<file path="src/sv/gjmi_pkg.sv">
package gjmi_pkg;

    localparam int MAX_ORDER = 4;
    localparam int MAX_RHS   = 4;
    localparam int DATA_W    = 32;
    localparam int IDX_W     = 2;
    localparam int CNT_W     = 3;
    localparam int ADDR_W    = 2 * IDX_W + 1;

    localparam logic signed [DATA_W-1:0] Q_ONE  = 32'sh0001_0000;
    localparam logic signed [DATA_W-1:0] Q_ZERO = 32'sh0000_0000;
    localparam logic signed [DATA_W-1:0] Q_MAX  = 32'sh7fff_ffff;
    localparam logic signed [DATA_W-1:0] Q_MIN  = 32'sh8000_0000;

    typedef logic [IDX_W-1:0]         t_idx;
    typedef logic [ADDR_W-1:0]        t_addr;
    typedef logic signed [DATA_W-1:0] t_data;

    typedef enum logic [2:0] {
        W_LOAD,
        W_RD,
        W_TMP,
        W_PROD,
        W_DIFF
    } t_wsrc;

    typedef enum logic {
        MUL_SCALE,
        MUL_ELIM
    } t_msrc;

    typedef enum logic [4:0] {
        ST_IDLE,
        ST_SRCH_RD,
        ST_SRCH_CMP,
        ST_PIV_LOG,
        ST_SW_RD1,
        ST_SW_RD2,
        ST_SW_WR1,
        ST_SW_WR2,
        ST_PIV_RD,
        ST_PIV_CHK,
        ST_DIV_WAIT,
        ST_SC_RD,
        ST_SC_MUL,
        ST_SC_WR,
        ST_EL_ROW,
        ST_EL_FRD,
        ST_EL_FLD,
        ST_EL_RD1,
        ST_EL_RD2,
        ST_EL_WR,
        ST_UN_CHK,
        ST_OUT_RD,
        ST_OUT_LD,
        ST_SING
    } t_state;

    typedef struct packed {
        logic  mem_we;
        t_wsrc wsrc;
        t_addr waddr;
        t_addr raddr;
        logic  tmp_ld;
        logic  srch_clr;
        logic  srch_cmp;
        logic  used_clr;
        logic  piv_commit;
        t_idx  log_idx;
        logic  div_start;
        logic  f_ld;
        logic  mul_en;
        t_msrc msrc;
        logic  one_sel;
        logic  zero_old;
        logic  out_ld;
        logic  out_which;
        t_idx  out_row;
        t_idx  out_col;
        logic  out_sing;
        logic  out_final;
    } t_cmd;

    typedef struct packed {
        t_idx pr;
        t_idx pc;
        logic big_zero;
        logic div_busy;
        t_idx log_r;
        t_idx log_c;
        logic out_free;
    } t_stat;

endpackage

</file>
<file path="src/sv/gjmi_div.sv">
module gjmi_div
    import gjmi_pkg::*;
(
    input  logic  i_clk,
    input  logic  i_rst_n,
    input  logic  i_start,
    input  t_data i_den,
    output logic  o_busy,
    output t_data o_quot
);

    logic [DATA_W:0]   r_rem, n_rem;
    logic [DATA_W:0]   r_quo, n_quo;
    logic [DATA_W-1:0] r_den;
    logic              r_neg;
    logic [5:0]        r_cnt;
    logic [DATA_W:0]   sh;
    logic [DATA_W:0]   den_x;
    logic              ge;
    logic [DATA_W:0]   negq;

    // 2^32 / |den|, one quotient bit per cycle
    assign sh    = {r_rem[DATA_W-1:0], r_quo[DATA_W]};
    assign den_x = {1'b0, r_den};
    assign ge    = sh >= den_x;
    assign n_rem = ge ? (sh - den_x) : sh;
    assign n_quo = {r_quo[DATA_W-1:0], ge};

    always_ff @(posedge i_clk) begin
        if (!i_rst_n) begin
            r_cnt <= '0;
        end else if (i_start) begin
            r_cnt <= 6'(DATA_W + 1);
        end else if (r_cnt != '0) begin
            r_cnt <= r_cnt - 6'd1;
        end
    end

    always_ff @(posedge i_clk) begin
        if (i_start) begin
            r_rem <= '0;
            r_quo <= {1'b1, {DATA_W{1'b0}}};
            r_den <= i_den[DATA_W-1] ? (~i_den + 32'd1) : i_den;
            r_neg <= i_den[DATA_W-1];
        end else if (r_cnt != '0) begin
            r_rem <= n_rem;
            r_quo <= n_quo;
        end
    end

    assign o_busy = r_cnt != '0;
    assign negq   = ~r_quo + 33'd1;

    always_comb begin
        if (!r_neg) begin
            o_quot = (r_quo > {1'b0, Q_MAX}) ? Q_MAX : t_data'(r_quo[DATA_W-1:0]);
        end else begin
            o_quot = (r_quo > 33'h0_8000_0000) ? Q_MIN : t_data'(negq[DATA_W-1:0]);
        end
    end

endmodule

</file>
<file path="src/sv/gjmi_dp.sv">
module gjmi_dp
    import gjmi_pkg::*;
(
    input  logic       i_clk,
    input  logic       i_rst_n,
    input  t_cmd       i_cmd,
    output t_stat      o_stat,
    input  logic       i_opcode,
    input  logic [2:0] i_row,
    input  logic [2:0] i_col,
    input  t_data      i_value,
    input  logic       i_out_ready,
    output logic       o_out_valid,
    output logic       o_which,
    output logic [2:0] o_out_row,
    output logic [2:0] o_out_col,
    output t_data      o_out_value,
    output logic       o_singular,
    output logic       o_final_res
);

    t_data r_mem [2**ADDR_W];
    t_data r_rd, r_tmp, r_f, r_prod;
    logic [DATA_W:0] r_big;
    t_idx r_pr, r_pc;
    logic [MAX_ORDER-1:0] r_used;
    t_idx r_plog [MAX_ORDER];
    t_idx r_clog [MAX_ORDER];

    logic r_o_valid, r_o_which, r_o_sing, r_o_final;
    t_idx r_o_row, r_o_col;
    t_data r_o_value;

    logic div_busy;
    t_data pinv;

    logic in_range;
    t_addr ld_addr;
    t_addr waddr;
    t_data wdata;
    logic we;
    logic [DATA_W:0] sx, mag;
    t_idx s_row, s_col;
    logic elig;
    t_data mul_a, mul_b;
    logic signed [2*DATA_W-1:0] prod, prod_sh;
    t_data prod_sat;
    t_data old;
    logic signed [DATA_W:0] diff;
    t_data diff_sat;

    gjmi_div u_div (
        .i_clk   (i_clk),
        .i_rst_n (i_rst_n),
        .i_start (i_cmd.div_start),
        .i_den   (r_rd),
        .o_busy  (div_busy),
        .o_quot  (pinv)
    );

    assign in_range = (i_row < CNT_W'(MAX_ORDER)) &&
                      (i_col < (i_opcode ? CNT_W'(MAX_RHS) : CNT_W'(MAX_ORDER)));
    assign ld_addr  = {i_row[IDX_W-1:0], i_opcode, i_col[IDX_W-1:0]};

    assign sx    = {r_rd[DATA_W-1], r_rd};
    assign mag   = sx[DATA_W] ? (~sx + 33'd1) : sx;
    assign s_row = i_cmd.raddr[ADDR_W-1 -: IDX_W];
    assign s_col = i_cmd.raddr[IDX_W-1:0];
    assign elig  = !r_used[s_row] && !r_used[s_col];

    always_comb begin
        if (i_cmd.msrc == MUL_SCALE) begin
            mul_a = i_cmd.one_sel ? Q_ONE : r_rd;
            mul_b = pinv;
        end else begin
            mul_a = r_rd;
            mul_b = r_f;
        end
        prod    = mul_a * mul_b;
        prod_sh = prod >>> 16;
        if (prod_sh > 64'sd2147483647) begin
            prod_sat = Q_MAX;
        end else if (prod_sh < -64'sd2147483648) begin
            prod_sat = Q_MIN;
        end else begin
            prod_sat = t_data'(prod_sh[DATA_W-1:0]);
        end
    end

    always_comb begin
        old  = i_cmd.zero_old ? Q_ZERO : r_rd;
        diff = {old[DATA_W-1], old} - {r_prod[DATA_W-1], r_prod};
        if (diff[DATA_W] != diff[DATA_W-1]) begin
            diff_sat = diff[DATA_W] ? Q_MIN : Q_MAX;
        end else begin
            diff_sat = t_data'(diff[DATA_W-1:0]);
        end
    end

    always_comb begin
        we    = i_cmd.mem_we;
        waddr = i_cmd.waddr;
        case (i_cmd.wsrc)
            W_LOAD: begin
                we    = i_cmd.mem_we && in_range;
                waddr = ld_addr;
                wdata = i_value;
            end
            W_RD:    wdata = r_rd;
            W_TMP:   wdata = r_tmp;
            W_PROD:  wdata = r_prod;
            W_DIFF:  wdata = diff_sat;
            default: wdata = r_rd;
        endcase
    end

    always_ff @(posedge i_clk) begin
        if (we) begin
            r_mem[waddr] <= wdata;
        end
        r_rd <= r_mem[i_cmd.raddr];
        if (i_cmd.tmp_ld) begin
            r_tmp <= r_rd;
        end
        if (i_cmd.f_ld) begin
            r_f <= r_rd;
        end
        if (i_cmd.mul_en) begin
            r_prod <= prod_sat;
        end
        if (i_cmd.srch_clr) begin
            r_big <= '0;
            r_pr  <= '0;
            r_pc  <= '0;
        end else if (i_cmd.srch_cmp && elig && (mag >= r_big)) begin
            r_big <= mag;
            r_pr  <= s_row;
            r_pc  <= s_col;
        end
    end

    always_ff @(posedge i_clk) begin
        if (!i_rst_n) begin
            r_used <= '0;
            for (int t = 0; t < MAX_ORDER; t++) begin
                r_plog[t] <= '0;
                r_clog[t] <= '0;
            end
        end else if (i_cmd.used_clr) begin
            r_used <= '0;
        end else if (i_cmd.piv_commit) begin
            r_used[r_pc]            <= 1'b1;
            r_plog[i_cmd.log_idx]   <= r_pr;
            r_clog[i_cmd.log_idx]   <= r_pc;
        end
    end

    always_ff @(posedge i_clk) begin
        if (!i_rst_n) begin
            r_o_valid <= 1'b0;
        end else if (i_cmd.out_ld) begin
            r_o_valid <= 1'b1;
        end else if (i_out_ready) begin
            r_o_valid <= 1'b0;
        end
    end

    always_ff @(posedge i_clk) begin
        if (i_cmd.out_ld) begin
            r_o_which <= i_cmd.out_which;
            r_o_row   <= i_cmd.out_row;
            r_o_col   <= i_cmd.out_col;
            r_o_value <= i_cmd.out_sing ? Q_ZERO : r_rd;
            r_o_sing  <= i_cmd.out_sing;
            r_o_final <= i_cmd.out_final;
        end
    end

    assign o_stat.pr       = r_pr;
    assign o_stat.pc       = r_pc;
    assign o_stat.big_zero = r_big == '0;
    assign o_stat.div_busy = div_busy;
    assign o_stat.log_r    = r_plog[i_cmd.log_idx];
    assign o_stat.log_c    = r_clog[i_cmd.log_idx];
    assign o_stat.out_free = !r_o_valid || i_out_ready;

    assign o_out_valid = r_o_valid;
    assign o_which     = r_o_which;
    assign o_out_row   = {1'b0, r_o_row};
    assign o_out_col   = {1'b0, r_o_col};
    assign o_out_value = r_o_value;
    assign o_singular  = r_o_sing;
    assign o_final_res = r_o_final;

endmodule

</file>
<file path="config.mk">
export PLATFORM = sky130hd
export DESIGN_NAME = gjmi_dp
export DESIGN_NICKNAME = d
export VERILOG_FILES = /design/src/sv/gjmi_pkg.sv /design/src/sv/gjmi_div.sv /design/src/sv/gjmi_dp.sv
export SDC_FILE = /design/constraint.sdc
export NUM_CORES = 2
export LEC_CHECK = 0
export BUFFER_PORTS_ARGS = -buffer_cell sky130_fd_sc_hd__buf_2
export CAP_MARGIN = 10
export CELL_PAD_IN_SITES_DETAIL_PLACEMENT = 0
export CELL_PAD_IN_SITES_GLOBAL_PLACEMENT = 2
export CORE_UTILIZATION = 40
export DETAILED_ROUTE_END_ITERATION = 16
export PLACE_DENSITY = 0.82
export SKIP_CTS_REPAIR_TIMING = 1
export SYNTH_ARGS = -nofsm -noshare
export SYNTH_HDL_FRONTEND = slang
export SYNTH_SLANG_ARGS = --single-unit
</file>
<file path="constraint.sdc">
create_clock -name i_clk -period 23.4 [get_ports i_clk]
set_clock_uncertainty 0.05 [all_clocks]
set_input_delay 7.02 -clock i_clk [delete_from_list [all_inputs] [get_ports i_clk]]
set_output_delay 7.02 -clock i_clk [all_outputs]
set_load 0.005 [all_outputs]
</file>
# Yosys cells after proc, flatten, opt, wreduce, memory -nomap -nowiden
# Memories as Yosys holds them, arrays and structs flattened. A register that Yosys moved wholly into a read port is not among the register bits.
# Cells that the tools add are included.
# word_totals
ram_bits	1040
input_bits	77
wordCells	110
register_bits	281
output_inout_bits	53
memories	3
# op_classes
bitwise_logic	5
mul	1
muxes	39
n_eq_ne	4
magnitude_cmp	12
n_reduce_logical	19
add_sub_neg	6
# memory_table
memory	words	width	read_ports	rd_clocked_by_memory_dff	write_ports	line_no	text
r_mem	32	32	1	1	1	gjmi_dp.sv:22	t_data r_mem [2**ADDR_W];
r_clog	4	2	1	0	4	gjmi_dp.sv:28	t_idx r_clog [MAX_ORDER];
r_plog	4	2	1	0	4	gjmi_dp.sv:27	t_idx r_plog [MAX_ORDER];
# ops
op	n
32-bit 2-to-1 mux	11
32-bit case mux with 4 select lines	1
32-bit by 1-bit adder with 32-bit output, second input constant	2
32-bit by 32-bit multiplier with 64-bit output	1
32-bit inverter	2
48-bit by 32-bit > comparator with 1-bit output, second input constant	1
48-bit by 32-bit < comparator with 1-bit output, second input constant	1
33-bit by 1-bit adder with 33-bit output, second input constant	1
33-bit by 32-bit greater-or-equal comparator with 1-bit output	1
33-bit greater-or-equal comparator	1
33-bit by 31-bit > comparator with 1-bit output, second input constant	1
33-bit by 32-bit > comparator with 1-bit output, second input constant	1
33-bit zero test	1
33-bit 2-to-1 mux	1
33-bit inverter	1
32-bit by 32-bit subtractor with 33-bit output	1
32-bit subtractor	1
31-bit 2-to-1 mux	1
1-bit 2-to-1 mux	15
6-bit 2-to-1 mux	2
2-bit by 3-bit < comparator with 1-bit output, second input constant	3
2-bit 2-to-1 mux	4
2-bit OR reduction	4
3-bit by 2-bit == test with 1-bit output, second input constant	2
16 further kinds	26

# Depth between registers and ports, before layout
# logic_depth
word_depth	8
depth_mapped	44
depth_no_buf	42

# Cells and area by module
# Synthesis repeated with hierarchy kept, for this count alone.
# unflattened
cells_unflattened	7619
hier_area_um2	94329.2
# by_module_without_submodules
module	area_each_um2	seq_area_each_um2	cells_per_inst	n_inst
gjmi_dp	86873.3	36765.3	6681	1
gjmi_div	7455.9	2412.3	938	1

# Least setup slack after synthesis
# OpenSTA, ideal clock, no wires.
# synth_timing
path_type	input port to flip-flop
from	input i_cmd[10] (netlist bit)
to	register r_prod[30], data pin
path_buffers	5
required_ps	23093
cell_stages	35
setup_time_ps	257
path_slack_ps	6154
arrival_ps	16939
cell_sequence	clkbuf_1 > inv_1 > clkbuf_1 > nand2_1 > o32a_1 > clkbuf_1 > nand2_1 > inv_1 > fa_1 > fa_1 > fa_1 > inv_1 > fa_1 > inv_1 > fa_1 > fa_1 > inv_1 > fa_1 > inv_1 > fa_1 > ha_1 > clkbuf_1 > nand3_1 > or4b_2 > o21ai_0 > a221oi_1 > or2_2 > o21a_1 > a21oi_2 > xnor2_1 > nor4b_2 > o2111ai_1 > o41ai_4 > buf_6 > o21ai_2
# synth_via
elab_chain_len	4
elab_cells_between_ends	6
cone_classes	mul (1); order compare (2); mux (3)
# synth_rtl
item	line_no	text
start: declaration	gjmi_dp.sv:6	input t_cmd i_cmd,
32-bit 2-to-1 mux	gjmi_dp.sv:72	if (i_cmd.msrc == MUL_SCALE) begin
32-bit by 32-bit multiplier with 64-bit output *	gjmi_dp.sv:79	prod = mul_a * mul_b;
48-bit by 32-bit < comparator with 1-bit output	gjmi_dp.sv:83	end else if (prod_sh < -64'sd2147483648) begin
32-bit 2-to-1 mux	gjmi_dp.sv:83	
end signal: assignment	gjmi_dp.sv:129	r_prod <= prod_sat;
end: declaration	gjmi_dp.sv:23	t_data r_rd, r_tmp, r_f, r_prod;
# Every way passes the cells marked *; elsewhere a longest branch is shown, timed or not.
# A chain may end at the register's enable or synchronous reset.

# Final worst setup path
# layout_timing
from	input i_cmd[10] (netlist bit)
to	register r_prod[0], data pin
# The elaborated chain is that of the path after synthesis.

==> out/metrics.cfg <==
[timing]
drv_slew=0
slew_headroom_pct=20.2
rsz0062_at_grt=no
final.period_utilization_pct=78.8
setup_viol=0
period_minus_slack_ps=18440
hold_viol=0
clock.fmax_mhz=54.2
holdWs_ps=417
tns_ps=0
tightest_slew_ps=1190

[logic_synthesis]
yosys_most_used_dff=edfxtp_1
netlist.area_leader.share_pct=38.8
ys_types=92
avgSynthCellArea_sq_um=12.4
ys_async_sr_fraction_pct=0
ys_ff_latch=1353
synth_seq_area_share_pct=41.9
yosys.area.top_type=edfxtp_1
mappedNetlistArea_sq_um=93500
synth_area_leaders=edfxtp_1 (39%), fa_1 (23%), mux4_2 (7.8%)
syn_inst=7515
synth_edf_count=1208
yosysWarnings=0

[critical_path]
crit_type=in -> reg
path_buf_inv=10
start_kind=input port
slowest_stage=fa_1
r2r_setup_slack_ps=8960
slowest_delay_ps=1030
critPathArrivalTime_ps=18880
cp.depth=33
reg2regPathDepth=36
rr_startpoint=u_div.r_quo[0]$_SDFFE_PP0P_
required_ps=23850
cpMostUsedCell=fa_1
critical-path-top-delay-family=adder cells
startpoint=i_cmd[10]
critPathMaxFanout=46
reg2reg_to=r_prod[0]$_SDFFCE_PN1P_
endpoint_kind=register

[worst_hold_path]
holdPathStages=2
hold_path.startpoint=u_div.r_rem[7]$_SDFFE_PP0P_
hp-class=reg -> reg
min_to=u_div.r_rem[7]$_SDFFE_PP0P_

[clocking]
clk_transition_reported_paths_ps=60
cts_sinks=1353
cts_buffers=136
clockBufferDepth=3
clk_latency_ps=800
cts_tree=done
cts-root-buf=clkbuf_16
h-tree-depth=4

[finish]
layout_commonest_cell=edfxtp_1
nets=9017
area_delta_synth_final_pct=10.1
fill_cells=21100
fin_util_pct=44.3
layout-drive-gt1-share_pct=14.0
instances_no_fill=10700
final_cell_mix=edfxtp_1 (1208), fa_1 (1083), inv_1 (1072)

[floorplan]
dieArea_sq_um=236000
io_pins=130
die_x_um=486
core_area_sq_um=233000
core.rowCount=177
initial_core_util_pct=40.2
die_h_um=486

[route]
ant_nets=0
wl_um=289000
routedWlPerCell_um=26.9
drcViolationCount=0
avgViaCountPerCell=5.59
drtPass1Iterations=6
vias=60000
drtIter0Drc=5504

[placement]
dpl.hpwl_um=206000
dpl.cell_count=10500
io_buffers=127
place.gp.congestion=0.922

[job]
drv_cap=0

[global_routing]
grt_usage_pct=24.8
grt_max_degree=92
grt_pass1_wl_um=427000
grt_overflow=0
antenna_found_initial=15
first_global_vias=62700

[outcome]
run_status=completed

==> kinds of logic (layout without fill, tap and decap cells) <==
logic type | count (synthesis) | in the layout | synth area share [%]
AOI/OAI and AO/OA | 852 | 852 | 5.97
other | 1 | 8 | 0.00401
and+or+nand+nor | 1904 | 1904 | 8.98
DFF | 1353 | 1353 | 41.9
adders and majority gates | 1365 | 1365 | 26.9
buffers and inverters | 1493 | 1660 | 6.11
muxes | 411 | 411 | 8.83
xor gates and xnor gates | 136 | 136 | 1.27
==> routing by layer <==
metal | track usage, % | wire [um] | up-vias
met1 | 32.6 | 115000 | 31700
met2 | 41.2 | 140000 | 2340
met4 | 10.2 | 13300 | 0
li1 | - | - | 25500
met5 | 0 | 0 | -
met3 | 3.78 | 20000 | 479
==> final cells by class <==
type                    count  area, sq um  area share (%)
flip-flops and latches   1353        39200            38.0
clock buffers             177         3650            3.54
diodes                      5         12.5          0.0121
clock inverters            70          933           0.906
inverters                1075         4040            3.92
well taps                3043         3810            3.70
multi-input cells        4671        49100            47.7
repair buffers            338         2280            2.22
==> cells in the mapped netlist, types with 45 or more instances <==
cell type and instances:
ha_1 282, nand2b_1 45, nor3_1 45, nand3_1 48, nand2_1 731, a21oi_1 259
nor2b_1 88, dfxtp_1 145, nor2_1 692, inv_1 1073, o21ai_0 144, fa_1 1083
mux2_2 52, clkbuf_1 344, edfxtp_1 1208, and2_1 68, a21o_1 76, mux4_2 326
xnor2_1 93
==> state kept, by name, summed over array words and instances (netlist names) <==
signal / count
r_mem: 1024
r_big: 33
u_div.r_quo: 33
o_out_value: 32
r_f: 32
r_prod: 32
r_rd: 32
r_tmp: 32
u_div.r_den: 32
u_div.r_rem: 32
r_clog: 8
r_plog: 8
u_div.r_cnt: 6
r_used: 4
r_o_col: 2
r_o_row: 2
r_pc: 2
r_pr: 2
o_final_res: 1
o_out_valid: 1
o_singular: 1
o_which: 1
u_div.r_neg: 1
==> per-stage QoR <==
stage | area (sq um) | setup WS (ps)
finish | 103000 | 4960
global route | 103000 | 4420
CTS | 103000 | 5070
detailed placement | 98400 | 4230
global placement | 98400 | 4410
floorplan | 93600 | 6150
==> worst min-delay path, delay by kind of cell, from the launching register on <==
family	cells	cell delay (ps)
flops	1	320
compound gates	1	50
simple gates	1	60
==> how the worst max path moves through the flow <==
stage                               end  slack (ps)
3_5_place_dp    r_prod[0]$_SDFFCE_PN1P_        4230
4_1_cts         r_prod[0]$_SDFFCE_PN1P_        5070
2_1_floorplan  r_prod[30]$_SDFFCE_PN1P_        6150
6_report        r_prod[0]$_SDFFCE_PN1P_        4960
5_1_grt         r_prod[0]$_SDFFCE_PN1P_        4420
3_3_place_gp    r_prod[0]$_SDFFCE_PN1P_        4410
Power is not shown: default switching activity piles up to over one toggle a cycle in this logic, so the estimate is an artifact.
