==> config.mk <==
export PLATFORM = sky130hd
export DESIGN_NAME = gjmi_ctrl
export DESIGN_NICKNAME = d
export VERILOG_FILES = /design/src/sv/gjmi_pkg.sv /design/src/sv/gjmi_ctrl.sv
export SDC_FILE = /design/constraint.sdc
export NUM_CORES = 1
export LEC_CHECK = 0
export CAP_MARGIN = 25
export CORE_ASPECT_RATIO = 1.2
export CORE_UTILIZATION = 60
export CTS_BUF_LIST = sky130_fd_sc_hd__clkbuf_2
export CTS_CLUSTER_SIZE = 28
export DETAILED_ROUTE_END_ITERATION = 6
export DONT_BUFFER_PORTS = 1
export GPL_ROUTABILITY_DRIVEN = 0
export PLACE_DENSITY = 0.79
export SYNTH_ARGS = -nofsm -noshare
export SYNTH_HDL_FRONTEND = slang
export SYNTH_SLANG_ARGS = --single-unit
==> constraint.sdc <==
create_clock -name i_clk -period 2.9 [get_ports i_clk]
set_input_delay 0.58 -clock i_clk [delete_from_list [all_inputs] [get_ports i_clk]]
set_output_delay 0.58 -clock i_clk [all_outputs]
set_load 0.02 [all_outputs]
==> src/sv/gjmi_pkg.sv <==
package gjmi_pkg;

    localparam int MAX_ORDER = 4;
    localparam int MAX_RHS   = 4;
    localparam int DATA_W    = 32;
    localparam int IDX_W     = 2;
    localparam int CNT_W     = 3;
    localparam int ADDR_W    = 2 * IDX_W + 1;

    localparam logic signed [DATA_W-1:0] Q_ONE  = 32'sh0001_0000;
    localparam logic signed [DATA_W-1:0] Q_ZERO = 32'sh0000_0000;
    localparam logic signed [DATA_W-1:0] Q_MAX  = 32'sh7fff_ffff;
    localparam logic signed [DATA_W-1:0] Q_MIN  = 32'sh8000_0000;

    typedef logic [IDX_W-1:0]         t_idx;
    typedef logic [ADDR_W-1:0]        t_addr;
    typedef logic signed [DATA_W-1:0] t_data;

    typedef enum logic [2:0] {
        W_LOAD,
        W_RD,
        W_TMP,
        W_PROD,
        W_DIFF
    } t_wsrc;

    typedef enum logic {
        MUL_SCALE,
        MUL_ELIM
    } t_msrc;

    typedef enum logic [4:0] {
        ST_IDLE,
        ST_SRCH_RD,
        ST_SRCH_CMP,
        ST_PIV_LOG,
        ST_SW_RD1,
        ST_SW_RD2,
        ST_SW_WR1,
        ST_SW_WR2,
        ST_PIV_RD,
        ST_PIV_CHK,
        ST_DIV_WAIT,
        ST_SC_RD,
        ST_SC_MUL,
        ST_SC_WR,
        ST_EL_ROW,
        ST_EL_FRD,
        ST_EL_FLD,
        ST_EL_RD1,
        ST_EL_RD2,
        ST_EL_WR,
        ST_UN_CHK,
        ST_OUT_RD,
        ST_OUT_LD,
        ST_SING
    } t_state;

    typedef struct packed {
        logic  mem_we;
        t_wsrc wsrc;
        t_addr waddr;
        t_addr raddr;
        logic  tmp_ld;
        logic  srch_clr;
        logic  srch_cmp;
        logic  used_clr;
        logic  piv_commit;
        t_idx  log_idx;
        logic  div_start;
        logic  f_ld;
        logic  mul_en;
        t_msrc msrc;
        logic  one_sel;
        logic  zero_old;
        logic  out_ld;
        logic  out_which;
        t_idx  out_row;
        t_idx  out_col;
        logic  out_sing;
        logic  out_final;
    } t_cmd;

    typedef struct packed {
        t_idx pr;
        t_idx pc;
        logic big_zero;
        logic div_busy;
        t_idx log_r;
        t_idx log_c;
        logic out_free;
    } t_stat;

endpackage

==> src/sv/gjmi_ctrl.sv <==
module gjmi_ctrl
    import gjmi_pkg::*;
(
    input  logic       i_clk,
    input  logic       i_rst_n,
    input  logic       i_in_valid,
    input  logic       i_in_last,
    output logic       o_in_ready,
    input  logic [2:0] i_size,
    input  logic [2:0] i_rhs,
    input  t_stat      i_stat,
    output t_cmd       o_cmd
);

    t_state r_state, n_state;
    t_idx r_step, n_step;
    t_idx r_j, n_j;
    t_idx r_k, n_k;
    logic r_sec, n_sec;
    logic r_unscr, n_unscr;
    logic r_which, n_which;
    logic [CNT_W-1:0] r_n, n_n;
    logic [CNT_W-1:0] r_m, n_m;

    logic [CNT_W-1:0] k_inc, j_inc, step_inc;
    logic a_last_col, row_last, step_last, col_done, out_col_last, out_done;
    t_idx col_nk;
    logic col_nsec;
    t_addr sw_a1, sw_a2, col_pc, col_j;
    logic on_pivot;

    assign k_inc      = {1'b0, r_k} + 3'd1;
    assign j_inc      = {1'b0, r_j} + 3'd1;
    assign step_inc   = {1'b0, r_step} + 3'd1;
    assign a_last_col = k_inc >= r_n;
    assign row_last   = j_inc >= r_n;
    assign step_last  = step_inc >= r_n;

    // column walk over A then B of one row
    assign col_done = r_sec ? (k_inc >= r_m) : (a_last_col && (r_m == '0));
    assign col_nsec = r_sec || a_last_col;
    assign col_nk   = (!r_sec && a_last_col) ? '0 : k_inc[IDX_W-1:0];

    assign out_col_last = r_which ? (k_inc >= r_m) : a_last_col;
    assign out_done     = out_col_last && row_last && (r_which || (r_m == '0));

    assign sw_a1  = r_unscr ? {r_j, 1'b0, i_stat.log_r} : {i_stat.pr, r_sec, r_k};
    assign sw_a2  = r_unscr ? {r_j, 1'b0, i_stat.log_c} : {i_stat.pc, r_sec, r_k};
    assign col_pc = {i_stat.pc, r_sec, r_k};
    assign col_j  = {r_j, r_sec, r_k};
    assign on_pivot = !r_sec && (r_k == i_stat.pc);

    always_ff @(posedge i_clk) begin
        if (!i_rst_n) begin
            r_state <= ST_IDLE;
            r_step  <= '0;
            r_j     <= '0;
            r_k     <= '0;
            r_sec   <= 1'b0;
            r_unscr <= 1'b0;
            r_which <= 1'b0;
            r_n     <= 3'd1;
            r_m     <= '0;
        end else begin
            r_state <= n_state;
            r_step  <= n_step;
            r_j     <= n_j;
            r_k     <= n_k;
            r_sec   <= n_sec;
            r_unscr <= n_unscr;
            r_which <= n_which;
            r_n     <= n_n;
            r_m     <= n_m;
        end
    end

    always_comb begin
        n_state = r_state;
        n_step  = r_step;
        n_j     = r_j;
        n_k     = r_k;
        n_sec   = r_sec;
        n_unscr = r_unscr;
        n_which = r_which;
        n_n     = r_n;
        n_m     = r_m;

        o_in_ready    = 1'b0;
        o_cmd         = '0;
        o_cmd.wsrc    = W_RD;
        o_cmd.msrc    = MUL_SCALE;
        o_cmd.log_idx = r_step;

        unique case (r_state)
            ST_IDLE: begin
                o_in_ready   = 1'b1;
                o_cmd.wsrc   = W_LOAD;
                o_cmd.mem_we = i_in_valid;
                if (i_in_valid && i_in_last) begin
                    n_n = (i_size == '0) ? 3'd1 :
                          (i_size > CNT_W'(MAX_ORDER)) ? CNT_W'(MAX_ORDER) : i_size;
                    n_m = (i_rhs > CNT_W'(MAX_RHS)) ? CNT_W'(MAX_RHS) : i_rhs;
                    o_cmd.used_clr = 1'b1;
                    o_cmd.srch_clr = 1'b1;
                    n_step  = '0;
                    n_j     = '0;
                    n_k     = '0;
                    n_sec   = 1'b0;
                    n_unscr = 1'b0;
                    n_state = ST_SRCH_RD;
                end
            end
            ST_SRCH_RD: begin
                o_cmd.raddr = {r_j, 1'b0, r_k};
                n_state     = ST_SRCH_CMP;
            end
            ST_SRCH_CMP: begin
                o_cmd.raddr    = {r_j, 1'b0, r_k};
                o_cmd.srch_cmp = 1'b1;
                n_state        = ST_SRCH_RD;
                if (!a_last_col) begin
                    n_k = k_inc[IDX_W-1:0];
                end else begin
                    n_k = '0;
                    if (!row_last) begin
                        n_j = j_inc[IDX_W-1:0];
                    end else begin
                        n_state = ST_PIV_LOG;
                    end
                end
            end
            ST_PIV_LOG: begin
                o_cmd.piv_commit = 1'b1;
                n_k     = '0;
                n_sec   = 1'b0;
                n_unscr = 1'b0;
                n_state = (i_stat.pr != i_stat.pc) ? ST_SW_RD1 : ST_PIV_RD;
            end
            ST_SW_RD1: begin
                o_cmd.raddr = sw_a1;
                n_state     = ST_SW_RD2;
            end
            ST_SW_RD2: begin
                o_cmd.raddr  = sw_a2;
                o_cmd.tmp_ld = 1'b1;
                n_state      = ST_SW_WR1;
            end
            ST_SW_WR1: begin
                o_cmd.mem_we = 1'b1;
                o_cmd.waddr  = sw_a1;
                o_cmd.wsrc   = W_RD;
                n_state      = ST_SW_WR2;
            end
            ST_SW_WR2: begin
                o_cmd.mem_we = 1'b1;
                o_cmd.waddr  = sw_a2;
                o_cmd.wsrc   = W_TMP;
                if (!r_unscr) begin
                    if (col_done) begin
                        n_state = ST_PIV_RD;
                    end else begin
                        n_k     = col_nk;
                        n_sec   = col_nsec;
                        n_state = ST_SW_RD1;
                    end
                end else if (!row_last) begin
                    n_j     = j_inc[IDX_W-1:0];
                    n_state = ST_SW_RD1;
                end else if (r_step == '0) begin
                    n_j     = '0;
                    n_k     = '0;
                    n_which = 1'b0;
                    n_state = ST_OUT_RD;
                end else begin
                    n_step  = r_step - 2'd1;
                    n_state = ST_UN_CHK;
                end
            end
            ST_PIV_RD: begin
                o_cmd.raddr = {i_stat.pc, 1'b0, i_stat.pc};
                n_state     = ST_PIV_CHK;
            end
            ST_PIV_CHK: begin
                if (i_stat.big_zero) begin
                    n_state = ST_SING;
                end else begin
                    o_cmd.div_start = 1'b1;
                    n_state         = ST_DIV_WAIT;
                end
            end
            ST_DIV_WAIT: begin
                if (!i_stat.div_busy) begin
                    n_k     = '0;
                    n_sec   = 1'b0;
                    n_state = ST_SC_RD;
                end
            end
            ST_SC_RD: begin
                o_cmd.raddr = col_pc;
                n_state     = ST_SC_MUL;
            end
            ST_SC_MUL: begin
                o_cmd.mul_en  = 1'b1;
                o_cmd.msrc    = MUL_SCALE;
                o_cmd.one_sel = on_pivot;
                n_state       = ST_SC_WR;
            end
            ST_SC_WR: begin
                o_cmd.mem_we = 1'b1;
                o_cmd.waddr  = col_pc;
                o_cmd.wsrc   = W_PROD;
                if (col_done) begin
                    n_j     = '0;
                    n_state = ST_EL_ROW;
                end else begin
                    n_k     = col_nk;
                    n_sec   = col_nsec;
                    n_state = ST_SC_RD;
                end
            end
            ST_EL_ROW: begin
                if (r_j != i_stat.pc) begin
                    n_state = ST_EL_FRD;
                end else if (!row_last) begin
                    n_j = j_inc[IDX_W-1:0];
                end else if (!step_last) begin
                    o_cmd.srch_clr = 1'b1;
                    n_step  = step_inc[IDX_W-1:0];
                    n_j     = '0;
                    n_k     = '0;
                    n_sec   = 1'b0;
                    n_state = ST_SRCH_RD;
                end else begin
                    n_step  = IDX_W'(r_n - 3'd1);
                    n_state = ST_UN_CHK;
                end
            end
            ST_EL_FRD: begin
                o_cmd.raddr = {r_j, 1'b0, i_stat.pc};
                n_state     = ST_EL_FLD;
            end
            ST_EL_FLD: begin
                o_cmd.f_ld = 1'b1;
                n_k        = '0;
                n_sec      = 1'b0;
                n_state    = ST_EL_RD1;
            end
            ST_EL_RD1: begin
                o_cmd.raddr = col_pc;
                n_state     = ST_EL_RD2;
            end
            ST_EL_RD2: begin
                o_cmd.raddr  = col_j;
                o_cmd.mul_en = 1'b1;
                o_cmd.msrc   = MUL_ELIM;
                n_state      = ST_EL_WR;
            end
            ST_EL_WR: begin
                o_cmd.mem_we   = 1'b1;
                o_cmd.waddr    = col_j;
                o_cmd.wsrc     = W_DIFF;
                o_cmd.zero_old = on_pivot;
                if (!col_done) begin
                    n_k     = col_nk;
                    n_sec   = col_nsec;
                    n_state = ST_EL_RD1;
                end else if (!row_last) begin
                    n_j     = j_inc[IDX_W-1:0];
                    n_state = ST_EL_ROW;
                end else if (!step_last) begin
                    o_cmd.srch_clr = 1'b1;
                    n_step  = step_inc[IDX_W-1:0];
                    n_j     = '0;
                    n_k     = '0;
                    n_sec   = 1'b0;
                    n_state = ST_SRCH_RD;
                end else begin
                    n_step  = IDX_W'(r_n - 3'd1);
                    n_state = ST_UN_CHK;
                end
            end
            ST_UN_CHK: begin
                if (i_stat.log_r != i_stat.log_c) begin
                    n_unscr = 1'b1;
                    n_j     = '0;
                    n_state = ST_SW_RD1;
                end else if (r_step == '0) begin
                    n_j     = '0;
                    n_k     = '0;
                    n_which = 1'b0;
                    n_state = ST_OUT_RD;
                end else begin
                    n_step = r_step - 2'd1;
                end
            end
            ST_OUT_RD: begin
                o_cmd.raddr = {r_j, r_which, r_k};
                n_state     = ST_OUT_LD;
            end
            ST_OUT_LD: begin
                o_cmd.raddr = {r_j, r_which, r_k};
                if (i_stat.out_free) begin
                    o_cmd.out_ld    = 1'b1;
                    o_cmd.out_which = r_which;
                    o_cmd.out_row   = r_j;
                    o_cmd.out_col   = r_k;
                    o_cmd.out_final = out_done;
                    n_state         = ST_OUT_RD;
                    if (out_done) begin
                        n_state = ST_IDLE;
                    end else if (!out_col_last) begin
                        n_k = k_inc[IDX_W-1:0];
                    end else if (!row_last) begin
                        n_k = '0;
                        n_j = j_inc[IDX_W-1:0];
                    end else begin
                        n_k     = '0;
                        n_j     = '0;
                        n_which = 1'b1;
                    end
                end
            end
            ST_SING: begin
                if (i_stat.out_free) begin
                    o_cmd.out_ld    = 1'b1;
                    o_cmd.out_sing  = 1'b1;
                    o_cmd.out_final = 1'b1;
                    n_state         = ST_IDLE;
                end
            end
            default: begin
                n_state = ST_IDLE;
            end
        endcase
    end

endmodule

== Word level (Yosys, flattened, before mapping) ==
Cells that the tools add are included.
Widths: inputs -> output; s select.
Storage, ports and cells
  flip-flop bits (word level): 20
  output and inout port bits: 36
  word-level logic and storage cells: 217
Operators by class
  $add $sub $neg: 5
  magnitude comparators: 6
  eq/ne operators: 47
  muxes and demuxes: 119
  reduce and logical (&&, ||, !) cells: 31
Operator list (number)
  $pmux 5 s24: 1
  $mux 5: 18
  $mux 2: 42
  $eq 5x4->1 const B: 8
  $eq 5x5->1 const B: 8
  $pmux 5 s8: 1
  $mux 1: 38
  $ne 2x2->1 const B: 17
  $eq 5x3->1 const B: 4
  $pmux 2 s10: 1
  $pmux 4 s5: 1
  $pmux 5 s4: 1
  $pmux 2 s8: 1
  $reduce_and 8->1: 2
  $ge 3x3->1: 4
  $mux 3: 4
  $reduce_and 11->1: 1
  $eq 5x2->1 const B: 2
  $pmux 2 s5: 1
  $reduce_bool 10->1: 1
  $add 2x1->3 const B: 3
  $ne 3x3->1 const B: 3
  $pmux 1 s3: 3
  $mux 4: 2
  other kinds (25): 41

== Depth between registers and ports, before layout ==
Gate-level depths: netlist (run 1).
  depth in word-level cells: 8
  mapped depth: 10

== Least setup slack after synthesis (run 1) ==
OpenSTA, ideal clock, no wires.
  path type: reg2out
  start point: register r_k[0]
  end point: output o_cmd[19] (netlist name)
  data arrival time: 2.414 ns
  slack: -0.094 ns
  stages on the path, launching flop included: 9
  cells stage by stage: dfxtp_1 ha_1 ha_1 nor2b_1 a221oi_2 o22ai_2 a22o_2 a22oi_1 o21ai_0
RTL lines
  from (decl): RTL line gjmi_ctrl.sv:18  | t_idx r_k, n_k;
  from (signal assigned): RTL line gjmi_ctrl.sv:68  | r_k <= n_k;
  to (decl): RTL line gjmi_ctrl.sv:12  | output t_cmd o_cmd

==> results of run 1 <==
-- area by class of cell --
cell class	count	area, um2
inverter	13	48.80
fill	417	1510
clock inverter	1	3.754
timing repair buffer	45	357.8
sequential	20	410.4
tap	60	75.07
multi-input combinational	380	2484
clock buffer	3	15.01
-- what timing repair did --
item                                    4_1_cts  5_1_grt
endpoints found under the setup margin        2       21
buffers inserted                              3        1
resized for setup                            13       11
pin swaps                                    10        6
-- per-stage QoR --
| step | instances | util [%] | setup TNS (ns) |
|---|---|---|---|
| finish | 522 | 69.21 | -0.1180 |
| global route | 522 | 69.21 | -0.2833 |
| CTS | 521 | 68.52 | -0.04243 |
| detailed placement | 514 | 66.20 | 0 |
| global placement | 514 | 66.20 | 0 |
| floorplan | 444 | - | 0 |
-- state kept, by name, summed over array words and instances (netlist names) --
name,flops
r_sec,1
r_unscr,1
r_which,1
r_state,5
r_m,3
r_j,2
r_n,3
r_k,2
r_step,2
-- cells in the final DEF (no fill, tap or decap), types with 8 or more instances in the layout --
cell type,instances
a21oi_1,36
and3_1,9
buf_4,42
dfxtp_1,12
dfxtp_2,8
ha_1,11
inv_1,11
nand2_1,61
nand2b_1,8
nand3_1,13
nor2_1,44
nor2b_1,10
nor3_1,15
o21ai_0,24
o22ai_1,8
-- where the power goes --
group	leakage [nW]	switching, mW	total (mW)	internal, mW
Combinational	1.12	0.298	0.494	0.196
Clock	0.0140	0.0911	0.121	0.0300
Sequential	0.166	0.0226	0.312	0.289
Total	1.30	0.412	0.927	0.516
-- routing by layer --
metal	up-vias	routed length, um
li1	1683	-
met1	1716	3718
met2	342	5031
met3	100	1284
met4	0	850
met5	-	0
-- kinds of logic (layout without fill, tap and decap cells) --
| family | Yosys count | after routing | synth area share, % |
|---|---|---|---|
| flip-flops | 20 | 20 | 13.19 |
| XOR/XNOR | 9 | 9 | 2.597 |
| AO/OA/AOI/OAI | 152 | 152 | 35.78 |
| adder cells (fa/ha/maj) | 15 | 15 | 6.183 |
| buffers and inverters | 44 | 62 | 7.667 |
| AND/OR/NAND/NOR | 197 | 197 | 32.28 |
| multiplexers | 7 | 7 | 2.308 |
-- worst max-delay path: stages (launching register included) --
cell      delay (ns)
dfxtp_2         0.38
ha_4            0.29
ha_4            0.20
nor2b_4         0.12
a221oi_2        0.25
o22ai_2         0.13
a22o_2          0.27
a22oi_2         0.15
o21ai_1         0.08
buf_4           0.19
-- path summary, 6_finish.rpt --
| check | end | start | depth (start not counted) | slack, ns |
|---|---|---|---|---|
| worst min register to register | r_n[1] | r_n[1] | 2 | 0.52 |
| worst max register to register | r_step[0] | r_j[0] | 9 | 0.25 |
| worst min-delay path | r_n[0] | i_rst_n | 1 | 0.33 |
| worst max-delay path | o_cmd[19] | r_k[0] | 9 | -0.07 |
==> impl_metrics.csv, run 1 <==
group,metric,value,unit
cts,clockBufferDepth,2,
drt,drc_errors,19,
cts,cts_max_level,1,
floorplan,rows,28,
floorplan,die_w,66.93,um
timing,fin_skew,0.003360,ns
placed_design,place_ws,0.09162,ns
placed_design,io_buffers,0,
timing,fin_ws,-0.07490,ns
synth,yosys.area.top_type,"dfxtp_1",
setup_path,cp.arrival,2.39,ns
synth,yosysMostFrequentCell,"nand2_1",
timing,drv_slew,0,
finish,nets,499,
global_route,met3_usage,11.14,%
timing,worst_pin_slew,0.7053,ns
run,cap_violations,0,
floorplan,start_util,61.89,%
floorplan,fp.dieH,79.92,um
global_route,overflow,0,
power_and_ir_drop,total_power,0.9273,mW
drt,final_antenna_net_count,0,
synth,yosysWarnings,0,
setup_path,crit_path_end_kind,"output port",
setup_path,startpoint_type,"flip-flop",
floorplan,io_pins,57,
global_route,antenna_found_initial,0,
finish,drive_above_1_share,19.48,%
finish,fin_area,0.003395,mm2
drt,drt-total-wl,10890,um
timing,fin_crit,2.975,ns
worst_hold_path,hold_path.class,"in2reg",
run_status,status,"finished, violations left",
synth,synth_top_area_share,13.19,%
synth,ys_seq_area_share,13.19,%
global_route,busiest_layer,"met2",
timing,slew_headroom,52.58,%
synth,synth_fp_nets,480,
power_and_ir_drop,p_leak,1.299,nW
synth,ys.flop_type,"dfxtp_1",
cts,cts_tree,"yes",
synth,ys_ff_latch,20,
global_route,grt_use_met1,47.61,%
drt,viasPerCell,7.358,
synth,syn_area_per_cell,6.837,um2
floorplan,fp.dieArea,0.005349,mm2
cts,clock_latency,0.33,ns
timing,hold_viol,0,
global_route,track_usage,41.90,%
run_status,violations,"design-rule violations, negative setup slack",
timing,period_share,102.6,%
timing,holdWs,0.3336,ns
cts,ctsHoldBuffers,0,
global_route,grt_first_pass_wirelength,17000,um
setup_path,path_class,"reg2out",
timing,finalSetupViolCount,2,
drt,via_count,3841,
synth,synthTopCellsByCount,"nand2_1 (61), nor2_1 (44), a21oi_1 (37)",
finish,area.growth.synth_to_final,11.83,%
global_route,grt_max_degree,26,
floorplan,fp.coreArea,0.004905,mm2
timing,rsz0062_at_grt,"yes",
setup_path,worstPathRequired,2.32,ns
synth,synthTopCellsByArea,"dfxtp_1 (13%), nand2_1 (7.5%), ha_1 (6.2%)",
synth,async_reset_ff_share,0,%
drt,drt_iter0_drc,803,
timing,fmaxAchievable,336.1,MHz
synth,syn_inst,444,
power_and_ir_drop,ir_worst_vdd,0.0002405,V
power_and_ir_drop,p_per_area,273.2,mW/mm2
cts,clkSinkCount,20,
global_route,grt_pass1_vias,3473,
synth,synth_cell_types,79,
finish,diodes,0,
drt,wl_per_cell,20.85,um
drt,dr.pass1.iters,7,
cts,cts_made_buffers,3,
placed_design,hpwl,7993,um
cts,clk_pin_slew,0.19,ns
global_route,use_met2,66.46,%
synth,synthesis.area,0.003035,mm2
setup_path,worst-path-max-fanout,3,
synth,synth-edff-count,0,
placed_design,dpl_cell_area,0.003247,mm2
cts,cts_root_buf,"clkbuf_2",
Note: power is estimated with default switching activity, not from simulation.
==> run 2, diff against run 1 <==
SKIP_LAST_GASP = 1   (was unset)
==> impl_metrics.csv, run 2 (synthesis gave the netlist of run 1 again) <==
group,metric,value,unit
cts,ctsHoldBuffers,0,
timing,finalSetupViolCount,2,
finish,reg_top3,"r_state x5, r_m x3, r_n x3",
finish,layout_common_cells,"nand2_1 (61), nor2_1 (44), buf_4 (42)",
finish,nets,499,
timing,worst_pin_slew,0.7053,ns
global_route,antenna_found_initial,0,
drt,final_antenna_net_count,0,
setup_path,rrSetupSlack,0.25,ns
timing,period_share,102.6,%
floorplan,fp.dieArea,0.005349,mm2
worst_hold_path,hold_path.class,"in2reg",
timing,hold_viol,0,
cts,clockBufferDepth,2,
setup_path,crit_end,"o_cmd[19]",
setup_path,rr_endpoint,"r_step[0]",
drt,dr.pass1.iters,7,
setup_path,worst-path-max-fanout,3,
finish,layout_commonest_cell,"nand2_1",
global_route,grt_pass1_vias,3473,
run_status,violations,"design-rule violations, negative setup slack",
finish,area.growth.synth_to_final,11.83,%
floorplan,start_util,61.89,%
finish,ff_latch_area,410.4,um2
drt,drt_iter0_drc,803,
timing,fin_skew,0.003360,ns
power_and_ir_drop,total_power,0.9273,mW
cts,cts_max_level,1,
setup_path,cp.arrival,2.39,ns
global_route,grt_first_pass_wirelength,17000,um
timing,rsz0062_at_grt,"yes",
placed_design,place_ws,0.09162,ns
setup_path,rr_startpoint,"r_j[0]",
cts,clk_pin_slew,0.19,ns
placed_design,hpwl,7993,um
global_route,overflow,0,
power_and_ir_drop,ir_worst_vdd,0.0002405,V
power_and_ir_drop,p_leak,1.299,nW
power_and_ir_drop,p_per_area,273.2,mW/mm2
floorplan,rows,28,
drt,wl_per_cell,20.85,um
finish,max_flop_register,"r_state",
floorplan,fp.dieH,79.92,um
drt,via_count,3841,
cts,clock_latency,0.33,ns
finish,largest_register_ffs,5,
cts,cts_root_buf,"clkbuf_2",
timing,fmaxAchievable,336.1,MHz
run_status,status,"finished, violations left",
floorplan,io_pins,57,
drt,drt-total-wl,10890,um
timing,drv_slew,0,
setup_path,crit_path_start,"r_k[0]",
setup_path,worstPathRequired,2.32,ns
floorplan,die_w,66.93,um
placed_design,io_buffers,0,
timing,fin_ws,-0.07490,ns
finish,drive_above_1_share,19.48,%
finish,fill_cells,417,
drt,viasPerCell,7.358,
setup_path,reg2regPathDepth,9,
timing,slew_headroom,52.58,%
timing,fin_crit,2.975,ns
finish,diodes,0,
global_route,track_usage,41.90,%
drt,drc_errors,19,
cts,cts_tree,"yes",
setup_path,path_class,"reg2out",
floorplan,fp.coreArea,0.004905,mm2
cts,clkSinkCount,20,
setup_path,crit_path_end_kind,"output port",
cts,cts_made_buffers,3,
finish,multi_input_area,0.002484,mm2
global_route,grt_max_degree,26,
run,cap_violations,0,
setup_path,startpoint_type,"flip-flop",
[run 2: repair_timing]
| item | in CTS | in global routing |
|---|---|---|
| pin swaps | 10 | 6 |
| gates resized for setup | 13 | 11 |
| buffers inserted | 3 | 1 |
| setup endpoints to repair | 2 | 21 |
[run 2: critical path, stage by stage, from the launching register on]
cell      delay [ns]
dfxtp_2         0.38
ha_4            0.29
ha_4            0.20
nor2b_4         0.12
a221oi_2        0.25
o22ai_2         0.13
a22o_2          0.27
a22oi_2         0.15
o21ai_1         0.08
buf_4           0.19
[run 2: per-stage QoR]
| stage | instance area [um2] | hold slack, ns | cells | utilization (%) | setup TNS (ns) |
|---|---|---|---|---|---|
| finish | 3395 | 0.3336 | 522 | 69.21 | -0.1180 |
| global route | 3395 | 0.3223 | 522 | 69.21 | -0.2833 |
| CTS | 3361 | 0.3302 | 521 | 68.52 | -0.04243 |
| detailed placement | 3247 | 0.5036 | 514 | 66.20 | 0 |
| global placement | 3247 | 0.4766 | 514 | 66.20 | 0 |
| floorplan | 3035 | 0.4657 | 444 | - | 0 |
[run 2: how the worst min path moves through the flow]
stage	start	cells after the start	to	slack, ns
floorplan	r_n[1]	2	r_n[1]	0.47
global placement	r_n[1]	2	r_n[1]	0.48
detailed placement	r_n[1]	2	r_n[1]	0.50
CTS	i_rst_n	1	r_n[0]	0.33
global route	i_rst_n	1	r_step[1]	0.32
finish	i_rst_n	1	r_n[0]	0.33
[run 2: metal layers]
| layer | vias up | GRT usage, % | routed length (um) |
|---|---|---|---|
| met2 | 342 | 66.46 | 5031 |
| met5 | - | 0 | 0 |
| met1 | 1716 | 47.61 | 3718 |
| met4 | 0 | 29.57 | 850 |
| met3 | 100 | 11.14 | 1284 |
| li1 | 1683 | - | - |
[run 2: final cells by class]
class / instances / share of cell area, %
inverter: 13 / 1.438
clock buffer: 3 / 0.4423
multi-input combinational: 380 / 73.17
tap: 60 / 2.212
sequential: 20 / 12.09
clock inverter: 1 / 0.1106
timing repair buffer: 45 / 10.54
[run 2: where the power goes]
group          switching (mW)  internal, mW  leakage, nW
clock network          0.0911        0.0300       0.0140
registers              0.0226         0.289        0.166
logic                   0.298         0.196         1.12
==> run 3, diff against run 2 <==
--- a/config.mk
+++ b/config.mk
@@ -9,2 +9,3 @@
 export CORE_ASPECT_RATIO = 1.2
+export CORE_MARGIN = 2
 export CORE_UTILIZATION = 60
@@ -15,2 +16,3 @@
 export GPL_ROUTABILITY_DRIVEN = 0
+export HOLD_SLACK_MARGIN = 0.05
 export PLACE_DENSITY = 0.79
==> constraint.sdc (replaced) <==
create_clock -name i_clk -period 2.9 [get_ports i_clk]
set_input_delay 0.145 -clock i_clk [delete_from_list [all_inputs] [get_ports i_clk]]
set_output_delay 0.145 -clock i_clk [all_outputs]
set_load 0.02 [all_outputs]
==> impl_metrics.csv, run 3 (synthesis gave the netlist of run 1 again) <==
group,metric,value,unit
cts,cts_made_buffers,3,
cts,cts_max_level,1,
setup_path,rr_startpoint,"r_k[0]",
power_and_ir_drop,combPwrFrac,51.9,%
cts,cts_tree,"yes",
power_and_ir_drop,internal_power,0.4937,mW
power_and_ir_drop,pwr-share-seq,34.8,%
setup_path,worst-path-max-fanout,5,
run_status,status,"finished, violations left",
placed_design,hpwl,7954,um
timing,period_share,98.10,%
setup_path,worstPathRequired,2.76,ns
floorplan,fp.dieH,81.92,um
finish,ff_latch_area,402.9,um2
cts,clock_latency,0.34,ns
floorplan,fp.coreArea,0.004905,mm2
drt,drc_errors,8,
run_status,violations,"design-rule violations",
finish,layout_common_cells,"nand2_1 (61), nor2_1 (44), a21oi_1 (37), buf_4 (37), o21ai_0 (25)",
power_and_ir_drop,p_leak,1.254,nW
drt,drt_iter0_drc,764,
finish,diodes,0,
placed_design,io_buffers,0,
power_and_ir_drop,p_switching,0.4148,mW
cts,cts_root_buf,"clkbuf_2",
drt,via_count,3754,
timing,fmaxAchievable,351.5,MHz
power_and_ir_drop,total_power,0.9086,mW
drt,dr.pass1.iters,7,
cts,clkSinkCount,20,
timing,hold_viol,0,
finish,layout_commonest_cell,"nand2_1",
timing,holdWs,0.06353,ns
run,cap_violations,0,
floorplan,rows,28,
worst_hold_path,holdCritStartpoint,"i_rst_n",
timing,rsz0062_at_grt,"yes",
global_route,grt_max_degree,25,
worst_hold_path,hold_path.class,"in2reg",
floorplan,start_util,61.89,%
setup_path,crit_path_start,"r_k[0]",
timing,fin_crit,2.845,ns
finish,fill_cells,422,
drt,wl_per_cell,20.53,um
finish,nets,498,
drt,drt-total-wl,10680,um
setup_path,startpoint_type,"flip-flop",
finish,area.growth.synth_to_final,9.728,%
power_and_ir_drop,ir_worst_vdd,0.0002233,V
finish,multi_input_area,0.002441,mm2
power_and_ir_drop,p_per_area,272.8,mW/mm2
cts,clk_pin_slew,0.19,ns
cts,clockBufferDepth,2,
floorplan,fp.dieArea,0.005646,mm2
timing,drv_slew,0,
global_route,track_usage,39.11,%
finish,drive_above_1_share,14.35,%
setup_path,cp.arrival,2.70,ns
global_route,grt_first_pass_wirelength,16640,um
power_and_ir_drop,swShare,45.66,%
floorplan,io_pins,57,
timing,fin_skew,0.01143,ns
drt,viasPerCell,7.219,
global_route,grt_pass1_vias,3336,
power_and_ir_drop,pwr-share-clk,13.4,%
global_route,antenna_found_initial,0,
finish,largest_register_ffs,5,
setup_path,path_class,"reg2out",
finish,reg_top3,"r_state x5, r_m x3, r_n x3",
timing,slew_headroom,40.88,%
timing,worst_pin_slew,0.8839,ns
floorplan,die_w,68.93,um
drt,final_antenna_net_count,0,
finish,max_flop_register,"r_state",
setup_path,crit_path_end_kind,"output port",
global_route,overflow,0,
timing,finalSetupViolCount,0,
[run 3: cell count changes in the layout (fill, tap and decap cells not counted), moves of 3 or more]
cell / delta
buf_4: -5
dfxtp_1: +6
dfxtp_2: -6
dlygate4sd3_1: +7
ha_1: +4
ha_4: -3
[run 3: final cells by class]
class / instances / share of cell area [%]
Multi-Input combinational cell: 380 / 73.29
Clock buffer: 3 / 0.4508
Sequential cell: 20 / 12.10
Inverter: 13 / 1.465
Timing Repair Buffer: 44 / 10.44
Tap cell: 60 / 2.254
[run 3: power by group through the flow]
stage          Combinational, mW  Clock [mW]  Sequential [mW]
2_1_floorplan              0.339           0            0.306
3_3_place_gp               0.416           0            0.319
3_5_place_dp               0.425           0            0.319
4_1_cts                    0.443       0.123            0.314
5_1_grt                    0.509       0.135            0.318
6_report                   0.471       0.121            0.316
[run 3: per-stage QoR]
stage                     setup WS, ns  util, %  setup TNS, ns  cell area, um2  std cells
after global routing          -0.07682    67.91       -0.07682            3331        520
after CTS                      0.01741    66.91              0            3282        518
after global placement          0.3154    64.87              0            3182        507
after detailed placement        0.2239    64.87              0            3182        507
final                          0.05499    67.91              0            3331        520
after floorplan                 0.2986        -              0            3035        444
[run 3: metal layers]
| layer | vias up | GRT usage [%] | share of wire, % |
|---|---|---|---|
| li1 | 1681 | - | - |
| met1 | 1650 | 47.34 | 36 |
| met2 | 322 | 60.58 | 44 |
| met3 | 101 | 8.767 | 11 |
| met4 | 0 | 26.67 | 7.7 |
| met5 | - | 0 | 0 |
[run 3: worst paths after layout]
check,to,slack [ns],depth (start not counted)
worst min-delay path,r_k[1],0.06,2
worst min register to register,r_n[1],0.52,2
worst max-delay path,o_cmd[19],0.05,9
worst max register to register,r_k[0],0.13,10
[run 3: worst max-delay path: stages, from the launching register on]
cell,delay [ns]
dfxtp_1,0.35
ha_1,0.33
ha_1,0.31
nor2b_1,0.14
a221oi_2,0.30
o22ai_4,0.11
a22o_2,0.30
a22oi_1,0.18
o21ai_0,0.13
buf_4,0.21
[run 3: what timing repair did]
item                                   in CTS  in global routing
resized for setup                           1                  6
endpoints found under the hold margin      20                  0
hold buffers                                7                  0
buffers inserted                            1                  2
setup endpoints to repair                   1                  5
gates cloned                                0                  0
pin swaps                                   3                  2
